[src/design/table_linear_interpolator_assert.svh]
// ----------------------------------------------------------------------------
// Assertion macros for the table linear interpolator
// Each macro expands to a concurrent assertion in simulation and to nothing
// in synthesis.
// ----------------------------------------------------------------------------
`ifndef TABLE_LINEAR_INTERPOLATOR_ASSERT_SVH
`define TABLE_LINEAR_INTERPOLATOR_ASSERT_SVH

`ifndef SYNTHESIS
// Same-cycle implication.
`define TLI_ASSERT_IMP(lbl, clk, rstn, ante, cons) \
    lbl: assert property (@(posedge clk) disable iff (!rstn) (ante) |-> (cons)) \
        else $error("tli assertion failed");
// Next-cycle implication.
`define TLI_ASSERT_NXT(lbl, clk, rstn, ante, cons) \
    lbl: assert property (@(posedge clk) disable iff (!rstn) (ante) |=> (cons)) \
        else $error("tli assertion failed");
`else
`define TLI_ASSERT_IMP(lbl, clk, rstn, ante, cons)
`define TLI_ASSERT_NXT(lbl, clk, rstn, ante, cons)
`endif

`endif

[src/design/tli_pkg.sv]
// ----------------------------------------------------------------------------
// Table linear interpolator package
// Shared constants, codes and the command/status bundles between the
// controller and the datapath.
// ----------------------------------------------------------------------------
package tli_pkg;

    localparam int TABLE_POINTS_DEF = 256;

    localparam int COUNT_W  = 9;    // points_in_use width
    localparam int INDEX_W  = 8;
    localparam int VALUE_W  = 32;
    localparam int FRAC_W   = 16;
    localparam int REGION_W = 3;

    // Quotient bits: one integer bit and the fraction bits.
    localparam int DIV_STEPS = FRAC_W + 1;
    localparam int DIV_CNT_W = $clog2(DIV_STEPS);

    // Slave tdata layout, lowest bit first.
    localparam int IDX_LSB   = 0;
    localparam int PPOS_LSB  = IDX_LSB + INDEX_W;
    localparam int PVAL_LSB  = PPOS_LSB + VALUE_W;
    localparam int QPOS_LSB  = PVAL_LSB + VALUE_W;
    localparam int S_TDATA_W = QPOS_LSB + VALUE_W;

    localparam logic KIND_WRITE = 1'b0;
    localparam logic KIND_QUERY = 1'b1;

    typedef enum logic [REGION_W-1:0] {
        REGION_INTERIOR = 3'd0,
        REGION_LOW      = 3'd1,
        REGION_HIGH     = 3'd2,
        REGION_EMPTY    = 3'd3,
        REGION_FLAT     = 3'd4
    } region_t;

    typedef enum logic [1:0] {
        SRC_ZERO   = 2'd0,
        SRC_PREV   = 2'd1,
        SRC_READ   = 2'd2,
        SRC_INTERP = 2'd3
    } res_src_t;

    typedef struct packed {
        logic     ram_write;
        logic     load_query;
        logic     load_prev;
        logic     load_cur;
        logic     load_diff;
        logic     div_step;
        logic     div_first;
        logic     mul;
        logic     set_result;
        res_src_t src;
        region_t  region;
        logic     out_load;
    } dp_cmd_t;

    typedef struct packed {
        logic q_le_read;
        logic q_ge_read;
        logic read_lt_q;
        logic dx_pos;
        logic out_free;
    } dp_status_t;

endpackage

[src/design/tli_ctrl.sv]
// ----------------------------------------------------------------------------
// Table linear interpolator controller
// Holds points_in_use and sequences each query: end checks, linear search,
// division, multiplication, saturating addition and hand-over to the output register.
// ----------------------------------------------------------------------------
module tli_ctrl #(
    parameter int TABLE_POINTS = tli_pkg::TABLE_POINTS_DEF
) (
    input  logic                            aclk,
    input  logic                            aresetn,
    input  logic                            s_tvalid,
    output logic                            s_tready,
    input  logic                            s_kind,
    input  logic                            cfg_valid,
    output logic                            cfg_ready,
    input  logic [tli_pkg::COUNT_W-1:0]     cfg_data,
    input  tli_pkg::dp_status_t             status,
    output tli_pkg::dp_cmd_t                cmd,
    output logic [$clog2(TABLE_POINTS)-1:0] rd_addr
);

    import tli_pkg::*;

    `include "table_linear_interpolator_assert.svh"

    localparam int AW = $clog2(TABLE_POINTS);

    typedef enum logic [3:0] {
        ST_IDLE,
        ST_CHK0,
        ST_CHKN,
        ST_SRCH,
        ST_DIFF,
        ST_DIV,
        ST_MUL,
        ST_ADD,
        ST_FINISH
    } state_t;

    state_t               state_reg, state_next;
    logic [COUNT_W-1:0]   points_reg;
    logic [COUNT_W-1:0]   n_count;
    logic [COUNT_W-1:0]   j_reg, j_next;
    logic [DIV_CNT_W-1:0] cnt_reg, cnt_next;
    logic                 s_accept;

    // A count beyond the table size is clamped to the table size.
    assign n_count = (32'(points_reg) > 32'(TABLE_POINTS)) ? COUNT_W'(TABLE_POINTS)
                                                             : points_reg;

    assign s_tready  = (state_reg == ST_IDLE);
    assign s_accept  = s_tvalid && s_tready;
    assign cfg_ready = 1'b1;

    always_comb begin
        state_next = state_reg;
        j_next     = j_reg;
        cnt_next   = cnt_reg;
        cmd        = '0;
        rd_addr    = '0;
        unique case (state_reg)
            ST_IDLE: begin
                if (s_accept && s_kind == KIND_WRITE) begin
                    cmd.ram_write = 1'b1;
                end else if (s_accept) begin
                    cmd.load_query = 1'b1;
                    if (n_count == '0) begin
                        cmd.set_result = 1'b1;
                        cmd.src        = SRC_ZERO;
                        cmd.region     = REGION_EMPTY;
                        state_next     = ST_FINISH;
                    end else begin
                        state_next = ST_CHK0;
                    end
                end
            end
            ST_CHK0: begin
                cmd.load_prev = 1'b1;
                if (status.q_le_read) begin
                    cmd.set_result = 1'b1;
                    cmd.src        = SRC_READ;
                    cmd.region     = REGION_LOW;
                    state_next     = ST_FINISH;
                end else begin
                    rd_addr    = AW'(n_count - COUNT_W'(1));
                    state_next = ST_CHKN;
                end
            end
            ST_CHKN: begin
                if (status.q_ge_read) begin
                    cmd.set_result = 1'b1;
                    cmd.src        = SRC_READ;
                    cmd.region     = REGION_HIGH;
                    state_next     = ST_FINISH;
                end else begin
                    j_next     = COUNT_W'(1);
                    rd_addr    = AW'(1);
                    state_next = ST_SRCH;
                end
            end
            ST_SRCH: begin
                // The last entry lies above the query, so the walk stops by then.
                if (status.read_lt_q) begin
                    cmd.load_prev = 1'b1;
                    j_next        = j_reg + COUNT_W'(1);
                    rd_addr       = AW'(j_reg + COUNT_W'(1));
                end else begin
                    cmd.load_cur = 1'b1;
                    state_next   = ST_DIFF;
                end
            end
            ST_DIFF: begin
                if (!status.dx_pos) begin
                    cmd.set_result = 1'b1;
                    cmd.src        = SRC_PREV;
                    cmd.region     = REGION_FLAT;
                    state_next     = ST_FINISH;
                end else begin
                    cmd.load_diff = 1'b1;
                    cnt_next      = '0;
                    state_next    = ST_DIV;
                end
            end
            ST_DIV: begin
                cmd.div_step  = 1'b1;
                cmd.div_first = (cnt_reg == '0);
                cnt_next      = cnt_reg + DIV_CNT_W'(1);
                if (cnt_reg == DIV_CNT_W'(DIV_STEPS - 1)) begin
                    state_next = ST_MUL;
                end
            end
            ST_MUL: begin
                cmd.mul    = 1'b1;
                state_next = ST_ADD;
            end
            ST_ADD: begin
                cmd.set_result = 1'b1;
                cmd.src        = SRC_INTERP;
                cmd.region     = REGION_INTERIOR;
                state_next     = ST_FINISH;
            end
            ST_FINISH: begin
                if (status.out_free) begin
                    cmd.out_load = 1'b1;
                    state_next   = ST_IDLE;
                end
            end
            default: begin
                state_next = ST_IDLE;
            end
        endcase
    end

    always_ff @(posedge aclk) begin
        if (!aresetn) begin
            state_reg  <= ST_IDLE;
            points_reg <= '0;
            j_reg      <= '0;
            cnt_reg    <= '0;
        end else begin
            state_reg <= state_next;
            j_reg     <= j_next;
            cnt_reg   <= cnt_next;
            if (cfg_valid && cfg_ready) begin
                points_reg <= cfg_data;
            end
        end
    end

    // A query on an empty table goes straight to the output hand-over.
    `TLI_ASSERT_NXT(a_empty_finish, aclk, aresetn, s_accept && s_kind == KIND_QUERY && n_count == '0, state_reg == ST_FINISH)
    // The divider runs exactly the quotient width before multiplying.
    `TLI_ASSERT_NXT(a_div_length, aclk, aresetn, state_reg == ST_DIV && cnt_reg == DIV_CNT_W'(DIV_STEPS - 1), state_reg == ST_MUL)

endmodule

[config.mk]
export PLATFORM = sky130hd
export DESIGN_NAME = tli_ctrl
export DESIGN_NICKNAME = d
export VERILOG_FILES = /design/src/design/tli_pkg.sv /design/src/design/tli_ctrl.sv
export VERILOG_INCLUDE_DIRS = /design/src /design/src/design
export SDC_FILE = /design/constraint.sdc
export NUM_CORES = 1
export LEC_CHECK = 0
export BUFFER_PORTS_ARGS = -buffer_cell sky130_fd_sc_hd__buf_2
export CAP_MARGIN = 10
export CELL_PAD_IN_SITES_DETAIL_PLACEMENT = 1
export CELL_PAD_IN_SITES_GLOBAL_PLACEMENT = 1
export CORE_MARGIN = 2
export CORE_UTILIZATION = 39
export DETAILED_ROUTE_END_ITERATION = 6
export PLACE_DENSITY = 0.88
export SETUP_SLACK_MARGIN = 0.15
export SLEW_MARGIN = 20
export SYNTH_ARGS = -nofsm -noshare
export SYNTH_HDL_FRONTEND = slang
export SYNTH_SLANG_ARGS = --single-unit
[constraint.sdc]
create_clock -name aclk -period 2.44 [get_ports aclk]
set_clock_uncertainty 0.15 [all_clocks]
set_input_delay 0.244 -clock aclk [delete_from_list [all_inputs] [get_ports aclk]]
set_output_delay 0.244 -clock aclk [all_outputs]
set_load 0.05 [all_outputs]
==> run metrics, run 1 <==
Clock transition at path regs 0.09 ns; Worst Tran Pin Value 0.5086 ns; crit start category flop; chip height 71.57 um; Setup CP Type flop to output pin; Synth cell types 54; Layout Nets 297; post-layout instance area 0.002422 mm^2; Max Cap Viol 0; Clock Power Share 17.5%; worst ir drop on vdd 0.0002593 V; latest clock arrival within the worst-skew pair 0.28 ns; CORE AREA 0.004384 mm^2; DRC violations left 0; top cell type's share of synthesized area 29.23%; Max Slew Vio Count 0; Final min period 2.426 ns; largest net degree at the start of global routing 16; Via density 5.802; combinational share of power 48.4%; Synth Warn # 0; clock sink count 26; outcome complete, no violations; Hold EP points_reg[2]$_SDFFE_PN0P_; Seq/Total Area, Yosys 29.23%; Die X 71.57 um; FF-to-FF End state_reg[3]$_SDFFE_PN0P_; EDFF count, synth 0; RSZ-0062 raised after global routing yes; share of layout cells above drive strength 1 40.07%; post-synthesis cell count 222; R2R Setup Slk 0.39 ns; drt total wl 5560 um; Power Dens Cells 587.8 mW/mm^2; Mean Syn Cell Area 8.020 um^2; Synth area leaders dfxtp_1, mux2i_1, nor2_1, nand2_1, xnor2_1; die area 0.005122 mm^2; H-tree Lvls 1; top_reg_cell synth dfxtp_1; Int Pwr 824.1 uW; Starting Density 40.61%; Sw Share 42.12%; CP endpoint kind output pin; commonest non-fill, non-tap cell in the layout buf_2; diode count 0; Clock Path Buffers 2; Post-Place Cell Area 0.002121 mm^2; vias in the first global route 1946; Ports 44; crit-path max FO 4; cts hold-fix bufs 0; Post-Place Setup Slack 0.1288 ns; synthesized net count 245; max reg flops 9; GRT overflow 0; Global Route Usage Sum 23.49%; asr flop ratio synth 0%; Req. time, crit path 2.05 ns; Synth Cell Area 0.001780 mm^2; Worst Hold Class primary input to flop; Site Rows 24; Hold Path Stages 3; max_slew headroom 66.09%; Reg2Reg Depth 7; number of DRC markers in iteration 0 91; post-route ant nets 0; hold path start cfg_data[2]; post-layout worst setup margin 0.01396 ns; final hold viol count 0; most frequent cells in the layout buf_2, nor2_1, buf_4; CTS tree built; drt pass-1 iters 4; first-pass GRT wire length 9584 um; Buffers on Ports 42; fin crit share 99.43%; P&R area growth vs syn 36.05%; largest area contributor in the netlist dfxtp_1; via count 1880; f_max 412.2 MHz; dpl hpwl 4018 um; worst reg2reg startpoint points_reg[8]$_SDFFE_PN0P_; Critical Path AT 2.03 ns; leakage 1.006 nW; switching power 599.8 uW; Setup TNS 0 ns; TritonCTS Buffers 3; antenna violations before repair 0; flops & latches, synth 26; CTS root buf clkbuf_8; Setup violations, final 0; wire per inst 17.16 um; share of power burned in registers 34.0%; GP Congestion 0.8667
==> through the flow <==
step | hold WS, ns | power, mW | util [%] | instances
after detailed placement | 0.3370 | 1.073 | 48.37 | 315
after CTS | 0.04848 | 1.397 | 53.82 | 322
after global placement | 0.3268 | 1.060 | 48.37 | 315
after floorplan | 0.2118 | 0.9328 | - | 222
final | 0.04509 | 1.424 | 55.25 | 324
after global routing | 0.08412 | 1.498 | 55.25 | 324
==> power by group through the flow <==
stage                     Combinational [mW]  Clock, mW  Sequential [mW]
after floorplan                        0.463          0            0.470
after global placement                 0.575          0            0.485
after detailed placement               0.586          0            0.488
after CTS                              0.659      0.257            0.481
after global routing                   0.733      0.274            0.491
final                                  0.690      0.250            0.485
==> critical path, stage by stage, from the launching register on <==
cell	delay, ns
dfxtp_2	0.36
nand2b_4	0.15
ha_4	0.13
or4b_4	0.47
nor4_4	0.29
o21bai_4	0.19
buf_8	0.16
==> synth_stat cells, drive strengths merged (2+ instances only) <==
master and count:
a211oi 3, a21oi 11, a31o 2, and2 2, and3 4, and4 2, buf 6, clkbuf 7
dfxtp 26, ha 4, inv 6, mux2i 10, nand2 17, nand2b 8, nand3 7, nor2 25
nor2b 6, nor3 11, nor3b 3, nor4 2, o211a 3, o211ai 2, o21a 2, o21ai 9
o221a 2, o22ai 5, o32ai 2, or2 2, or3 3, or4 3, or4b 2, xnor2 7
xor2 2
==> how the worst max path moves through the flow <==
| stage | from | endpoint | slack, ns | cells after the start |
|---|---|---|---|---|
| final | points_reg[8]$_SDFFE_PN0P_ | cmd[6] | 0.01 | 6 |
| after global routing | points_reg[8]$_SDFFE_PN0P_ | cmd[6] | -0.09 | 6 |
| after CTS | points_reg[8]$_SDFFE_PN0P_ | cmd[6] | -0.02 | 6 |
| after detailed placement | points_reg[8]$_SDFFE_PN0P_ | cmd[6] | 0.13 | 6 |
| after global placement | points_reg[5]$_SDFFE_PN0P_ | rd_addr[6] | 0.17 | 5 |
| after floorplan | points_reg[8]$_SDFFE_PN0P_ | cmd[1] | 0.14 | 6 |
==> cells by family after synthesis <==
group / after synthesis / synth area share [%]
multiplexers: 10 / 5.622
other: 1 / 0.2106
AO/OA/AOI/OAI: 51 / 20.80
XOR/XNOR: 9 / 4.428
buffers and inverters: 20 / 4.848
flip-flops: 26 / 29.23
adder cells (fa/ha/maj): 4 / 2.811
AND/OR/NAND/NOR: 101 / 32.05
==> layout make-up <==
class,count,area [um^2]
fillers,549,1962
multi-input cells,176,1344
flip-flops and latches,26,539.3
repair buffers,60,406.6
well taps,52,65.06
clock buffers,3,41.29
inverters,7,26.28
==> per-layer routing <==
layer  global-route usage [%]  vias up  wire, um
met1                    30.51      921      2481
met4                    5.241        0        52
met3                    3.376        5       255
met5                        0        -         0
met2                    41.26       47      2771
li1                         -      907         -
==> what timing repair did <==
action | 4_1_cts | 5_1_grt
pin swaps | 4 | 5
resized for setup | 41 | 16
buffers inserted | 4 | 2
endpoints found under the setup margin | 11 | 13
Note: power is estimated with default switching activity, not from simulation.
==> run 2, diff against run 1 <==
--- a/config.mk
+++ b/config.mk
@@ -10,6 +10,7 @@
 export CAP_MARGIN = 10
 export CELL_PAD_IN_SITES_DETAIL_PLACEMENT = 1
 export CELL_PAD_IN_SITES_GLOBAL_PLACEMENT = 1
+export CORE_ASPECT_RATIO = 1.2
 export CORE_MARGIN = 2
 export CORE_UTILIZATION = 39
 export DETAILED_ROUTE_END_ITERATION = 6
==> constraint.sdc (replaced) <==
create_clock -name aclk -period 2.44 [get_ports aclk]
set_clock_uncertainty 0.15 [all_clocks]
set_input_delay 0.244 -clock aclk [delete_from_list [all_inputs] [get_ports aclk]]
set_output_delay 0.244 -clock aclk [all_outputs]
set_load 0.01 [all_outputs]
==> run 2 against run 1 <==
  * Via count is 1.3% higher
  * Routed wire length rose by 6.0%
  * Sequential share of layout area increased by 0.70 points
  * Global-route usage shrank 1.7 points
  * Largest cell class unchanged
  * Highest routed layer unchanged
==> run metrics, run 2 (synthesized netlist as in run 1, its figures left out) <==
TritonCTS Buffers 3; share of layout cells above drive strength 1 36.19%; DRC violations left 0; diode count 0; Via density 5.877; CTS tree built; Buffers on Ports 42; met1 Usage GRT 25.80%; drt total wl 5896 um; Final min period 2.440 ns; via count 1904; Post-Place Setup Slack 0.2305 ns; Max Slew Vio Count 0; Critical Path AT 2.05 ns; CTS root buf clkbuf_8; CP max stage cell or4b_4; post-layout instance area 0.002321 mm^2; antenna violations before repair 0; dpl hpwl 3932 um; post-route insts no fill 324; Die X 65.68 um; Most Crowded Layer GR met2; chip height 78.02 um; GRT met2 Usage 38.48%; outcome complete, no violations; Worst Hold Class primary input to flop; die area 0.005124 mm^2; Tot Pwr 1.344 mW; Setup violations, final 0; max reg flops 9; post-route ant nets 0; CP endpoint kind output pin; Global Route Usage Sum 21.80%; max_slew headroom 65.84%; Clock Path Buffers 2; Req. time, crit path 2.05 ns; DP Cell Count 313; fin crit share 100.0%; latest clock arrival within the worst-skew pair 0.29 ns; Post-Place Cell Area 0.002046 mm^2; clock sink count 26; Site Rows 26; final hold viol count 0; Clock transition at path regs 0.10 ns; GR met3 Demand/Resource 3.582%; GP Congestion 0.8168; Ports 44; largest net degree at the start of global routing 16; leakage 0.9760 nW; Layout Nets 292; first-pass GRT wire length 8783 um; f_max 409.8 MHz; Max stage delay on crit path 0.48 ns; RSZ-0062 raised after global routing yes; GRT overflow 0; Max Cap Viol 0; P&R area growth vs syn 30.36%; Setup TNS 0 ns; CORE AREA 0.004327 mm^2; most frequent cells in the layout buf_2, nor2_1, dfxtp_1; commonest non-fill, non-tap cell in the layout buf_2; Starting Density 41.15%; crit-path max FO 3; number of DRC markers in iteration 0 123; wire per inst 18.20 um; H-tree Lvls 1; drt pass-1 iters 4; Power Dens Cells 579.2 mW/mm^2; worst ir drop on vdd 0.0002764 V; worst hold slack 0.03441 ns; post-layout worst setup margin 0.00001421 ns; post-layout util 53.64%; vias in the first global route 1835; cts hold-fix bufs 0; Setup CP Type flop to output pin; Cell Chain, Critical Path nand2b_4 > ha_4 > or4b_4 > nor4_4 > o21bai_4 > buf_6; crit start category flop; Worst Tran Pin Value 0.5124 ns
[run 2: cell types whose count changed in the layout (fill, tap and decap cells not counted), moves of 2 or more]
| cell | delta |
|---|---|
| buf_2 | +8 |
| o21ai_2 | -2 |
| o21ai_0 | +2 |
| buf_4 | -8 |
| buf_6 | -4 |
| dfxtp_1 | +3 |
| dfxtp_2 | -2 |
[run 2: per-layer routing]
layer  wire length [um]  vias to the layer above
met5                  0                        -
met4                138                        0
met3                265                       12
met2               3006                       59
met1               2487                      930
li1                   -                      903
[run 2: worst max-delay path: cells and delay by family (launching register included)]
kind	cells	cell delay [ns]
adder cells (fa/ha/maj)	1	0.13
AND/OR/NAND/NOR	3	0.94
flip-flops	1	0.39
buffers and inverters	1	0.12
AO/OA/AOI/OAI	1	0.19
[run 2: final timing paths]
| check | slack (ns) | cells past startpoint | start | end |
|---|---|---|---|---|
| hold reg to reg | 0.37 | 2 | j_reg[6]$_SDFFE_PN0P_ | j_reg[6]$_SDFFE_PN0P_ |
| setup reg to reg | 0.38 | 7 | points_reg[8]$_SDFFE_PN0P_ | state_reg[3]$_SDFFE_PN0P_ |
| hold / removal | 0.03 | 3 | cfg_data[2] | points_reg[2]$_SDFFE_PN0P_ |
| setup / recovery | 0.00001 | 6 | points_reg[8]$_SDFFE_PN0P_ | cmd[6] |
[run 2: report_power, final]
group	total (mW)	leakage, nW	internal (mW)	switching, mW
clock network	0.382	0.0357	0.220	0.162
logic	0.461	0.726	0.224	0.237
registers	0.501	0.214	0.446	0.0549
[run 2: cell type report]
class	count	area [um^2]
Clock buffer	3	41.29
Tap cell	56	70.07
Clock inverter	1	30.03
Inverter	7	26.28
Timing Repair Buffer	55	326.6
Sequential cell	26	533.0
Fill cell	528	2006
Multi-Input combinational cell	176	1294
[run 2: what timing repair did]
action / 4_1_cts / 5_1_grt
buffers inserted: 2 / 5
resized for setup: 16 / 17
pin swaps: 1 / 4
setup endpoints to repair: 11 / 10
==> run 3, diff against run 2 <==
--- a/config.mk
+++ b/config.mk
@@ -12,9 +12,10 @@
 export CELL_PAD_IN_SITES_GLOBAL_PLACEMENT = 1
 export CORE_ASPECT_RATIO = 1.2
 export CORE_MARGIN = 2
-export CORE_UTILIZATION = 39
+export CORE_UTILIZATION = 35
 export DETAILED_ROUTE_END_ITERATION = 6
-export PLACE_DENSITY = 0.88
+export MAX_ROUTING_LAYER = met4
+export PLACE_DENSITY = 0.84
 export SETUP_SLACK_MARGIN = 0.15
 export SLEW_MARGIN = 20
 export SYNTH_ARGS = -nofsm -noshare
==> constraint.sdc (replaced) <==
create_clock -name aclk -period 2.2 [get_ports aclk]
set_clock_uncertainty 0.15 [all_clocks]
set_input_delay 0.22 -clock aclk [delete_from_list [all_inputs] [get_ports aclk]]
set_output_delay 0.22 -clock aclk [all_outputs]
set_load 0.01 [all_outputs]
==> run 3 against run 2 <==
  * Final cell count rose by 7.1%
  * The flow now finishes with violations (negative setup slack)
  * Largest cell class unchanged
  * Via count rose by 7.7%
  * Final area rose by 12%
  * Routed wire length rose by 16%
  * Clock power fell by 13%
  * First-iteration DRC count fell by 47%
  * Global-route usage rose by 2.0 points
==> run metrics, run 3 (synthesized netlist as in run 1, its figures left out) <==
outcome complete, but fails checks; failing checks negative setup slack; Setup CP Type flop to output pin; FILL cells 593; Final min period 2.405 ns; commonest non-fill, non-tap cell in the layout buf_2; Clock Path Buffers 2; Starting Density 36.30%; Req. time, crit path 1.83 ns; Clock transition at path regs 0.10 ns; met1 Usage GRT 24.59%; cts hold-fix bufs 0; post-layout instance area 0.002595 mm^2; drt pass-1 iters 4; CP delay by family, top simple AND/OR/NAND/NOR gates; post-route insts no fill 347; drt total wl 6845 um; Tot Pwr 1.574 mW; fin crit share 109.3%; dpl hpwl 4087 um; number of DRC markers in iteration 0 65; DP Cell Count 327; Setup violations, final 6; max reg flops 9; Max Slew Vio Count 0; first-pass GRT wire length 10410 um; leakage 1.093 nW; Die X 69.11 um; wire per inst 19.73 um; Power Dens Cells 606.4 mW/mm^2; antenna violations before repair 0; share of layout cells above drive strength 1 43.90%; CORE AREA 0.004905 mm^2; Via density 5.908; clock sink count 26; DRC violations left 0; GR met3 Demand/Resource 2.549%; die area 0.005676 mm^2; crit start category flop; GRT overflow 0; Max stage delay on crit path 0.56 ns; Buffers on Ports 42; Global Route Usage Sum 23.79%; RSZ-0062 raised after global routing yes; final hold viol count 0; CTS root buf clkbuf_8; via count 2050; Worst Path Buf+Inv 2; most frequent cells in the layout buf_2, buf_4, nor2_1; Site Rows 28; CP endpoint kind output pin; GP Congestion 0.8816; FF/Latch Area 539.3 um^2; Critical Path AT 2.03 ns; f_max 415.8 MHz; Cell Chain, Critical Path buf_4 > or4_4 > nor4_4 > o21bai_4 > buf_6; TritonCTS Buffers 3; Multi-input gate area 0.001401 mm^2; Ports 44; CTS tree built; post-route ant nets 0; Worst Hold Class primary input to flop; H-tree Lvls 1; P&R area growth vs syn 45.75%; largest net degree at the start of global routing 17; Post-Place Cell Area 0.002166 mm^2; chip height 82.13 um; post-layout worst setup margin -0.2049 ns; diode count 0; Most Crowded Layer GR met2; crit-path max FO 6; latest clock arrival within the worst-skew pair 0.28 ns; Max Cap Viol 0; worst ir drop on vdd 0.0002786 V; Setup TNS -0.8681 ns; vias in the first global route 2142; GRT met2 Usage 46.83%; Layout Nets 311; CP max stage cell or4_4
==> run 3: final cells by class <==
| type | instances | area share (%) |
|---|---|---|
| Sequential cell | 26 | 20.78 |
| Timing Repair Buffer | 74 | 19.19 |
| Multi-Input combinational cell | 176 | 54.00 |
| Inverter | 7 | 1.013 |
| Tap cell | 60 | 2.893 |
| Clock buffer | 4 | 2.122 |
==> run 3: final timing paths <==
check	startpoint	end	slack, ns	depth (start not counted)
worst min register to register	j_reg[6]$_SDFFE_PN0P_	j_reg[6]$_SDFFE_PN0P_	0.39	2
worst max register to register	state_reg[3]$_SDFFE_PN0P_	j_reg[7]$_SDFFE_PN0P_	0.19	7
worst max-delay path	points_reg[3]$_SDFFE_PN0P_	cmd[6]	-0.20	5
worst min-delay path	cfg_data[7]	points_reg[7]$_SDFFE_PN0P_	0.02	3
==> run 3: power breakdown <==
| part | switching (mW) | leakage [nW] | total [mW] | internal, mW |
|---|---|---|---|---|
| clock network | 0.172 | 0.0288 | 0.332 | 0.161 |
| registers | 0.0363 | 0.216 | 0.533 | 0.497 |
| logic | 0.353 | 0.849 | 0.708 | 0.355 |
| total | 0.561 | 1.09 | 1.57 | 1.01 |
==> run 3: worst reg2reg max path, delay by kind of cell (launching register included) <==
kind	cells	cell delay (ns)
compound gates	2	0.42
buf+inv	3	0.40
flops	1	0.35
simple gates	2	0.57
==> run 3: timing repair <==
item                       in CTS  in global routing
pin swaps                      10                 11
setup endpoints to repair      16                 14
setup buffers                  10                  6
gates resized for setup        38                 16
==> run 3: through the flow <==
| stage | hold WS (ns) | util [%] | setup WS [ns] |
|---|---|---|---|
| floorplan | 0.1878 | - | 0.1583 |
| global placement | 0.3050 | 44.16 | 0.09997 |
| detailed placement | 0.3212 | 44.16 | 0.05306 |
| CTS | 0.02052 | 50.20 | -0.1789 |
| global route | 0.03387 | 52.91 | -0.2544 |
| finish | 0.01986 | 52.91 | -0.2049 |
==> run 3: routing by layer <==
metal | up-vias | wire [um] | share of wire, %
met2 | 77 | 3668 | 54
li1 | 937 | - | -
met4 | 0 | 248 | 3.6
met3 | 22 | 306 | 4.5
met1 | 1014 | 2622 | 38
met5 | - | 0 | 0
